**config.mk**
```make
export PLATFORM = sky130hd
export DESIGN_NAME = chs_lba_address_translator
export DESIGN_NICKNAME = d
export VERILOG_FILES = /design/src/chs_pkg.sv /design/src/chs_geom_regs.sv /design/src/chs_front.sv /design/src/chs_div_stage.sv /design/src/chs_out_stage.sv /design/src/chs_lba_address_translator.sv
export SDC_FILE = /design/constraint.sdc
export NUM_CORES = 2
export LEC_CHECK = 0
export BUFFER_PORTS_ARGS = -buffer_cell sky130_fd_sc_hd__buf_2
export CORE_UTILIZATION = 60
export CTS_BUF_LIST = sky130_fd_sc_hd__clkbuf_4
export CTS_CLUSTER_DIAMETER = 80
export DETAILED_ROUTE_END_ITERATION = 8
export HOLD_SLACK_MARGIN = 0.06
export PLACE_DENSITY_LB_ADDON = 0.15
export SLEW_MARGIN = 20
export SYNTH_ARGS = -nofsm -noshare
export SYNTH_HDL_FRONTEND = slang
export SYNTH_HIERARCHICAL = 1
export SYNTH_SLANG_ARGS = --single-unit
```
**constraint.sdc**
```tcl
create_clock -name clk -period 16.7 [get_ports clk]
set_input_delay 0.835 -clock clk [delete_from_list [all_inputs] [get_ports clk]]
set_output_delay 0.835 -clock clk [all_outputs]
set_load 0.03 [all_outputs]
```
**src/chs_pkg.sv**
```systemverilog
// ----------------------------------------------------------------------------
// chs_pkg
// Types, codes and constants of the CHS / LBA address translator.
// ----------------------------------------------------------------------------
`default_nettype none

package chs_pkg;

  localparam int NUM_DRIVES   = 4;
  localparam int ADDRESS_BITS = 48;

  localparam int LBA_W      = 48;
  localparam int GEOM_W     = 63;
  localparam int HEADS_W    = 8;
  localparam int SPT_W      = 6;
  localparam int PROD_W     = 25;
  localparam int MUL_W      = PROD_W + SPT_W;
  localparam int DIV_STEPS  = 8;
  localparam int DIV_STAGES = LBA_W / DIV_STEPS;
  localparam int PIPE_DIV   = 2 * DIV_STAGES;

  localparam logic [LBA_W-1:0] ADDR_MASK =
    LBA_W'((64'd1 << ADDRESS_BITS) - 64'd1);

  // geometry word layout
  localparam int GEOM_TOTAL_LSB   = 0;
  localparam int GEOM_HEADS_LSB   = 48;
  localparam int GEOM_SPT_LSB     = 56;
  localparam int GEOM_PRESENT_BIT = 62;

  // operations
  localparam logic [1:0] OP_CHS_TO_LBA = 2'd0;
  localparam logic [1:0] OP_LBA_TO_CHS = 2'd1;
  localparam logic [1:0] OP_CHECK      = 2'd2;

  // status codes
  localparam logic [1:0] ST_OK      = 2'd0;
  localparam logic [1:0] ST_ABSENT  = 2'd1;
  localparam logic [1:0] ST_INVALID = 2'd2;

  // divisor select of a divider stage
  localparam logic DIV_SEL_SPT   = 1'b0;
  localparam logic DIV_SEL_HEADS = 1'b1;

  typedef logic [NUM_DRIVES-1:0][GEOM_W-1:0] geom_arr_t;

  typedef struct packed {
    logic [1:0]         op;
    logic [1:0]         status;
    logic [HEADS_W-1:0] heads;
    logic [SPT_W-1:0]   spt;
    logic [SPT_W-1:0]   sec_in;
    logic [PROD_W-1:0]  prod;
    logic [LBA_W-1:0]   acc;
    logic [HEADS_W-1:0] rem;
    logic [SPT_W-1:0]   sec_res;
  } item_t;

endpackage

`default_nettype wire

```
**src/chs_geom_regs.sv**
```systemverilog
// ----------------------------------------------------------------------------
// chs_geom_regs
// Per-drive geometry registers written through the configuration port.
// ----------------------------------------------------------------------------
`default_nettype none

module chs_geom_regs (
  input  wire logic                        clk,
  input  wire logic                        rst_n,
  input  wire logic                        cfg_valid,
  output logic                             cfg_ready,
  input  wire logic [1:0]                  cfg_index,
  input  wire logic [chs_pkg::GEOM_W-1:0]  cfg_data,
  output chs_pkg::geom_arr_t               geom
);

  chs_pkg::geom_arr_t geom_r;

  assign cfg_ready = 1'b1;
  assign geom      = geom_r;

  always_ff @(posedge clk) begin
    if (!rst_n) begin
      geom_r <= '0;
    end else if (cfg_valid && (int'(cfg_index) < chs_pkg::NUM_DRIVES)) begin
      geom_r[cfg_index] <= cfg_data;
    end
  end

endmodule

`default_nettype wire

```
**src/chs_front.sv**
```systemverilog
// ----------------------------------------------------------------------------
// chs_front
// Entry stage: geometry select, status decode, range check, c*heads+h.
// ----------------------------------------------------------------------------
`default_nettype none

module chs_front (
  input  wire logic                       clk,
  input  wire logic                       rst_n,
  input  wire logic                       in_valid,
  output logic                            in_ready,
  input  wire logic [1:0]                 in_op,
  input  wire logic [1:0]                 in_drive,
  input  wire logic [chs_pkg::LBA_W-1:0]  in_block_address,
  input  wire logic [15:0]                in_cylinder_in,
  input  wire logic [7:0]                 in_head_in,
  input  wire logic [5:0]                 in_sector_in,
  input  wire logic [16:0]                in_transfer_count,
  input  wire chs_pkg::geom_arr_t         geom,
  output logic                            out_valid,
  input  wire logic                       out_ready,
  output chs_pkg::item_t                  out_data
);

  logic                          valid_r;
  chs_pkg::item_t                data_r;
  chs_pkg::item_t                data_nxt;
  logic [chs_pkg::GEOM_W-1:0]    g;
  logic [chs_pkg::LBA_W-1:0]     total;
  logic [chs_pkg::LBA_W-1:0]     lba;
  logic [chs_pkg::HEADS_W-1:0]   heads;
  logic [chs_pkg::SPT_W-1:0]     spt;
  logic                          present;
  logic                          range_bad;

  assign in_ready  = !valid_r || out_ready;
  assign out_valid = valid_r;
  assign out_data  = data_r;

  always_comb begin
    g = '0;
    if (int'(in_drive) < chs_pkg::NUM_DRIVES) begin
      g = geom[in_drive];
    end
    total   = g[chs_pkg::GEOM_TOTAL_LSB +: chs_pkg::LBA_W];
    heads   = g[chs_pkg::GEOM_HEADS_LSB +: chs_pkg::HEADS_W];
    spt     = g[chs_pkg::GEOM_SPT_LSB +: chs_pkg::SPT_W];
    present = g[chs_pkg::GEOM_PRESENT_BIT];
    lba     = in_block_address & chs_pkg::ADDR_MASK;

    range_bad = (in_transfer_count == '0) || (lba >= total) ||
                (({1'b0, lba} + (chs_pkg::LBA_W + 1)'(in_transfer_count)) >
                 {1'b0, total});

    data_nxt         = '0;
    data_nxt.op      = in_op;
    data_nxt.heads   = heads;
    data_nxt.spt     = spt;
    data_nxt.sec_in  = in_sector_in;
    data_nxt.prod    = chs_pkg::PROD_W'(in_cylinder_in) * chs_pkg::PROD_W'(heads) +
                       chs_pkg::PROD_W'(in_head_in);
    data_nxt.acc     = lba;
    data_nxt.status  = chs_pkg::ST_OK;

    unique case (in_op)
      chs_pkg::OP_CHS_TO_LBA: begin
        data_nxt.status = present ? chs_pkg::ST_OK : chs_pkg::ST_ABSENT;
      end
      chs_pkg::OP_LBA_TO_CHS: begin
        if (!present) begin
          data_nxt.status = chs_pkg::ST_ABSENT;
        end else if ((heads == '0) || (spt == '0)) begin
          data_nxt.status = chs_pkg::ST_INVALID;
        end
      end
      chs_pkg::OP_CHECK: begin
        if (!present) begin
          data_nxt.status = chs_pkg::ST_ABSENT;
        end else if (range_bad) begin
          data_nxt.status = chs_pkg::ST_INVALID;
        end
      end
      default: begin
        data_nxt.status = chs_pkg::ST_INVALID;
      end
    endcase
  end

  always_ff @(posedge clk) begin
    if (!rst_n) begin
      valid_r <= 1'b0;
    end else if (in_ready) begin
      valid_r <= in_valid;
    end
  end

  always_ff @(posedge clk) begin
    if (in_ready && in_valid) begin
      data_r <= data_nxt;
    end
  end

endmodule

`default_nettype wire

```
**src/chs_div_stage.sv**
```systemverilog
// ----------------------------------------------------------------------------
// chs_div_stage
// One pipeline stage of a restoring divider: DIV_STEPS quotient bits.
// ----------------------------------------------------------------------------
`default_nettype none

module chs_div_stage (
  input  wire logic            clk,
  input  wire logic            rst_n,
  input  wire logic            div_sel,
  input  wire logic            in_valid,
  output logic                 in_ready,
  input  wire chs_pkg::item_t  in_data,
  output logic                 out_valid,
  input  wire logic            out_ready,
  output chs_pkg::item_t       out_data
);

  logic                          valid_r;
  chs_pkg::item_t                data_r;
  chs_pkg::item_t                data_nxt;
  logic [chs_pkg::HEADS_W-1:0]   divisor;
  logic [chs_pkg::HEADS_W:0]     part;
  logic [chs_pkg::LBA_W-1:0]     acc;
  logic [chs_pkg::HEADS_W-1:0]   rem;

  assign in_ready  = !valid_r || out_ready;
  assign out_valid = valid_r;
  assign out_data  = data_r;

  always_comb begin
    divisor = (div_sel == chs_pkg::DIV_SEL_HEADS) ? in_data.heads :
              chs_pkg::HEADS_W'(in_data.spt);
    acc  = in_data.acc;
    rem  = in_data.rem;
    part = '0;
    for (int k = 0; k < chs_pkg::DIV_STEPS; k++) begin
      part = {rem, acc[chs_pkg::LBA_W-1]};
      acc  = {acc[chs_pkg::LBA_W-2:0], 1'b0};
      if (part >= {1'b0, divisor}) begin
        part   = part - {1'b0, divisor};
        acc[0] = 1'b1;
      end
      rem = part[chs_pkg::HEADS_W-1:0];
    end
    data_nxt     = in_data;
    data_nxt.acc = acc;
    data_nxt.rem = rem;
  end

  always_ff @(posedge clk) begin
    if (!rst_n) begin
      valid_r <= 1'b0;
    end else if (in_ready) begin
      valid_r <= in_valid;
    end
  end

  always_ff @(posedge clk) begin
    if (in_ready && in_valid) begin
      data_r <= data_nxt;
    end
  end

endmodule

`default_nettype wire

```
**src/chs_out_stage.sv**
```systemverilog
// ----------------------------------------------------------------------------
// chs_out_stage
// Result register: finishes the CHS-to-address sum and formats the word.
// ----------------------------------------------------------------------------
`default_nettype none

module chs_out_stage (
  input  wire logic                       clk,
  input  wire logic                       rst_n,
  input  wire logic                       in_valid,
  output logic                            in_ready,
  input  wire chs_pkg::item_t             in_data,
  output logic                            out_valid,
  input  wire logic                       out_ready,
  output logic [1:0]                      out_status,
  output logic [chs_pkg::LBA_W-1:0]       out_address_out,
  output logic [31:0]                     out_cylinder_out,
  output logic [7:0]                      out_head_out,
  output logic [5:0]                      out_sector_out
);

  logic                         valid_r;
  logic [1:0]                   status_r;
  logic [chs_pkg::LBA_W-1:0]    address_r;
  logic [31:0]                  cylinder_r;
  logic [7:0]                   head_r;
  logic [5:0]                   sector_r;
  logic [chs_pkg::LBA_W-1:0]    address_nxt;
  logic [31:0]                  cylinder_nxt;
  logic [7:0]                   head_nxt;
  logic [5:0]                   sector_nxt;
  logic [chs_pkg::MUL_W-1:0]    mul;
  logic                         ok;

  assign in_ready         = !valid_r || out_ready;
  assign out_valid        = valid_r;
  assign out_status       = status_r;
  assign out_address_out  = address_r;
  assign out_cylinder_out = cylinder_r;
  assign out_head_out     = head_r;
  assign out_sector_out   = sector_r;

  always_comb begin
    ok  = (in_data.status == chs_pkg::ST_OK);
    mul = chs_pkg::MUL_W'(in_data.prod) * chs_pkg::MUL_W'(in_data.spt);
    address_nxt  = '0;
    cylinder_nxt = '0;
    head_nxt     = '0;
    sector_nxt   = '0;
    case (in_data.op)
      chs_pkg::OP_CHS_TO_LBA: begin
        if (ok) begin
          address_nxt = (chs_pkg::LBA_W'(mul) + chs_pkg::LBA_W'(in_data.sec_in) -
                         chs_pkg::LBA_W'(1)) & chs_pkg::ADDR_MASK;
        end
      end
      chs_pkg::OP_LBA_TO_CHS: begin
        if (ok) begin
          cylinder_nxt = in_data.acc[31:0];
          head_nxt     = in_data.rem;
          sector_nxt   = in_data.sec_res;
        end
      end
      default: begin
      end
    endcase
  end

  always_ff @(posedge clk) begin
    if (!rst_n) begin
      valid_r <= 1'b0;
    end else if (in_ready) begin
      valid_r <= in_valid;
    end
  end

  always_ff @(posedge clk) begin
    if (in_ready && in_valid) begin
      status_r   <= in_data.status;
      address_r  <= address_nxt;
      cylinder_r <= cylinder_nxt;
      head_r     <= head_nxt;
      sector_r   <= sector_nxt;
    end
  end

endmodule

`default_nettype wire

```
**src/chs_lba_address_translator.sv**
```systemverilog
// ----------------------------------------------------------------------------
// chs_lba_address_translator
// Pipeline: entry stage, twelve divider stages of 8 quotient bits each,
// result register.
// Throughput: one word per cycle unless the output stalls; every stage holds under backpressure.
// Reset (synchronous, rst_n low) clears all stage valid bits and the
// geometry registers.
// ----------------------------------------------------------------------------
`default_nettype none

module chs_lba_address_translator (
  input  wire logic                       clk,
  input  wire logic                       rst_n,
  input  wire logic                       cfg_valid,
  output logic                            cfg_ready,
  input  wire logic [1:0]                 cfg_index,
  input  wire logic [62:0]                cfg_data,
  input  wire logic                       in_valid,
  output logic                            in_ready,
  input  wire logic [1:0]                 in_op,
  input  wire logic [1:0]                 in_drive,
  input  wire logic [47:0]                in_block_address,
  input  wire logic [15:0]                in_cylinder_in,
  input  wire logic [7:0]                 in_head_in,
  input  wire logic [5:0]                 in_sector_in,
  input  wire logic [16:0]                in_transfer_count,
  output logic                            out_valid,
  input  wire logic                       out_ready,
  output logic [1:0]                      out_status,
  output logic [47:0]                     out_address_out,
  output logic [31:0]                     out_cylinder_out,
  output logic [7:0]                      out_head_out,
  output logic [5:0]                      out_sector_out
);

  chs_pkg::geom_arr_t geom;
  chs_pkg::item_t     pipe_data  [0:chs_pkg::PIPE_DIV];
  logic               pipe_valid [0:chs_pkg::PIPE_DIV];
  logic               pipe_ready [0:chs_pkg::PIPE_DIV];
  chs_pkg::item_t     mid_data;

  chs_geom_regs u_geom (
    .clk       (clk),
    .rst_n     (rst_n),
    .cfg_valid (cfg_valid),
    .cfg_ready (cfg_ready),
    .cfg_index (cfg_index),
    .cfg_data  (cfg_data),
    .geom      (geom)
  );

  chs_front u_front (
    .clk               (clk),
    .rst_n             (rst_n),
    .in_valid          (in_valid),
    .in_ready          (in_ready),
    .in_op             (in_op),
    .in_drive          (in_drive),
    .in_block_address  (in_block_address),
    .in_cylinder_in    (in_cylinder_in),
    .in_head_in        (in_head_in),
    .in_sector_in      (in_sector_in),
    .in_transfer_count (in_transfer_count),
    .geom              (geom),
    .out_valid         (pipe_valid[0]),
    .out_ready         (pipe_ready[0]),
    .out_data          (pipe_data[0])
  );

  // between the two divisions: lba % spt plus one becomes the sector, remainder restarts
  always_comb begin
    mid_data         = pipe_data[chs_pkg::DIV_STAGES];
    mid_data.sec_res = chs_pkg::SPT_W'(pipe_data[chs_pkg::DIV_STAGES].rem) +
                       chs_pkg::SPT_W'(1);
    mid_data.rem     = '0;
  end

  for (genvar j = 0; j < chs_pkg::PIPE_DIV; j++) begin : g_div
    chs_pkg::item_t stage_in;
    if (j == chs_pkg::DIV_STAGES) begin : g_mid
      assign stage_in = mid_data;
    end else begin : g_plain
      assign stage_in = pipe_data[j];
    end

    chs_div_stage u_div (
      .clk       (clk),
      .rst_n     (rst_n),
      .div_sel   ((j < chs_pkg::DIV_STAGES) ? chs_pkg::DIV_SEL_SPT :
                                              chs_pkg::DIV_SEL_HEADS),
      .in_valid  (pipe_valid[j]),
      .in_ready  (pipe_ready[j]),
      .in_data   (stage_in),
      .out_valid (pipe_valid[j+1]),
      .out_ready (pipe_ready[j+1]),
      .out_data  (pipe_data[j+1])
    );
  end

  chs_out_stage u_out (
    .clk              (clk),
    .rst_n            (rst_n),
    .in_valid         (pipe_valid[chs_pkg::PIPE_DIV]),
    .in_ready         (pipe_ready[chs_pkg::PIPE_DIV]),
    .in_data          (pipe_data[chs_pkg::PIPE_DIV]),
    .out_valid        (out_valid),
    .out_ready        (out_ready),
    .out_status       (out_status),
    .out_address_out  (out_address_out),
    .out_cylinder_out (out_cylinder_out),
    .out_head_out     (out_head_out),
    .out_sector_out   (out_sector_out)
  );

endmodule

`default_nettype wire

```
==> impl_metrics.tcl <==
set metrics [dict create \
    synthToLayoutAreaGrowth_pct 23.5 \
    setup_violations 0 \
    dr_wl_met3_um 14600 \
    place_worst_setup_slack_ps -1110 \
    gpl.final_weighted_congestion 0.963 \
    drt_drc_violations_left 0 \
    dr.pass1.iters 5 \
    global_route_wire_length_before_repair_um 465000 \
    num_vias 85936 \
    r2r_end "g_div[3].u_div/out_data[11]" \
    critical_path_required_ps 17790 \
    timing.max_slew.rel_slack 0.288 \
    grt_setup_unrepaired "yes" \
    ctsHtreeMaxLevel 5 \
    highest_layer "met5" \
    path_max_fanout 8 \
    initial_utilization 0.606 \
    die_w_um 435 \
    clock-skew-final_ps 200 \
    cts-root-buf "clkbuf_4" \
    clock_tree_from_tritoncts "yes" \
    die-area_um2 190000 \
    total_standard_cell_area_after_synthesis_um2 113000 \
    hold_viol_final 0 \
    r2r_slack_ps 260 \
    tightestPinTransition_ps 1070 \
    synthesis.yosys.warnings 6 \
    criticalPathCategory "reg2reg" \
    hpwlAfterDp_um 221000 \
    num_io_pins 268 \
    antenna_found_initial 14 \
    clk_pin_slew_ps 70 \
    cpMaxStageDelayCell "or3_1" \
    r2r_start "g_div[2].u_div/out_data[97]" \
    hp-class "in2reg" \
    final.hold.worst_slack_ps 198 \
    detail_route.wirelength.met1_um 128000 \
    crit_end_element "flop" \
    design.core.area_um2 186000 \
    holdCritStartpoint "in_op[0]" \
    layout_min_cycle_time_ps 16440 \
    pin_count_of_the_biggest_net_entering_global_routing 123 \
    grt_usage 0.307 \
    chip_height_um 435 \
    cpPeakStageDelay_ps 450 \
    crit_path_start_kind "flop" \
    r2r.worst_path.cells 78 \
    postSynthCellCount 9892 \
    ant_nets 0 \
    clock_tree.buffer_depth 4 \
    drtIter0Drc 5289 \
    fmaxAchievable_mhz 60.8 \
    hold-path-endpoint "u_front/out_data[109]" \
    vias_in_the_first_global_route 86756 \
    tritoncts_num_sinks 1642 \
    setup_tns_ps 0 \
    final_layout_net_count 13541 \
    final_max_slew_viol_count 0 \
    cts_inserted_buffers 422 \
    hold_path_depth 2 \
    routed_wirelength_um 303000 \
    worst_ep_arrival_time_ps 17530 \
    nFillCells 12730 \
    setup_ws_ps 259 \
    grt.overflow.total 0 \
    crit_path_frequent_cell "a21oi_2" \
    fp-row-count 158 \
    worst_setup_path_startpoint "g_div[2].u_div/out_data[97]" \
    port_buffers 266 \
    worstSkewPairLatency_ps 1510 \
    post_route_cells_drive_above_1_share 0.314 \
    met2_length_um 148000 \
    detail_route.vias_per_cell 5.79 \
    fin_crit_sh 0.984 \
    max-cap-violations 0 \
    run_status "complete, no violations" \
    post_synth.cell_area_avg_um2 11.4 \
    wire_per_inst_um 20.4 \
]
-- stage by stage --
step / util / instances / area (um^2)
6_report: 0.748 / 14848 / 139000
5_1_grt: 0.748 / 14844 / 139000
4_1_cts: 0.714 / 14578 / 133000
3_5_place_dp: 0.673 / 13661 / 125000
3_3_place_gp: 0.673 / 13661 / 125000
2_1_floorplan: - / 9928 / 113000
-- routing by layer --
layer	GRT usage	vias up
met1	0.390	41757
met3	0.0440	768
li1	-	40849
met5	0	-
met2	0.524	2554
met4	0.129	8
-- cell usage in the layout (no fill, tap or decap), drive strengths merged, types with 188 or more instances in the layout --
cell,instances
buf,1746
edfxtp,1376
ha,1028
inv,900
nand2,822
clkbuf,597
mux2i,543
a21oi,498
o21ai,461
mux2,390
nor2,357
xnor2,341
fa,290
and2,277
dfxtp,266
a21o,188
-- worst max-delay path by stage --
stage	endpoint	slack, ps
final	g_div[3].u_div/out_data[11]	260
after global routing	g_div[3].u_div/out_data[11]	-430
after CTS	g_div[1].u_div/out_data[9]	0.7
after detailed placement	g_div[10].u_div/out_data[7]	-1110
after global placement	g_div[10].u_div/out_data[7]	-900
after floorplan	g_div[7].u_div/out_data[10]	3
-- what timing repair did --
action | CTS | global route
gates resized for setup | 152 | 903
setup endpoints to repair | 101 | 104
hold buffers | 143 | 0
pin swaps | 52 | 494
endpoints found under the hold margin | 363 | 0
setup buffers | 50 | 252
gates cloned | 0 | 5
-- worst max-delay path, delay by kind of cell, from the launching register on --
| family | cells | cell delay (ps) |
|---|---|---|
| AOI/OAI and AO/OA | 35 | 6890 |
| and+or+nand+nor | 19 | 3580 |
| muxes | 9 | 2550 |
| adders and majority gates | 8 | 1970 |
| buffers and inverters | 7 | 690 |
| DFF | 1 | 420 |
-- state kept, by name, summed over array words and instances (netlist names) --
signal / cells
u_geom/geom: 252
u_front/out_valid: 1
g_div.u_div/out_data: 1198
u_front/out_data: 97
u_out/out_cylinder_out: 32
u_out/out_address_out: 33
u_out/out_head_out: 8
g_div.u_div/out_valid: 12
u_out/out_valid: 1
u_out/out_sector_out: 6
u_out/out_status: 2
-- final cells by class --
class / count / area (um^2) / share of cell area
flip-flops and latches: 1642 / 46600 / 0.335
multi-input cells: 7200 / 66400 / 0.477
well taps: 2480 / 3100 / 0.0223
inverters: 895 / 3430 / 0.0246
clock inverters: 132 / 791 / 0.00568
repair buffers: 1893 / 14300 / 0.103
clock buffers: 592 / 4440 / 0.0319
diodes: 14 / 35.0 / 0.000252
Power is not shown: default switching activity piles up to over one toggle a cycle in this logic, so the estimate is an artifact.
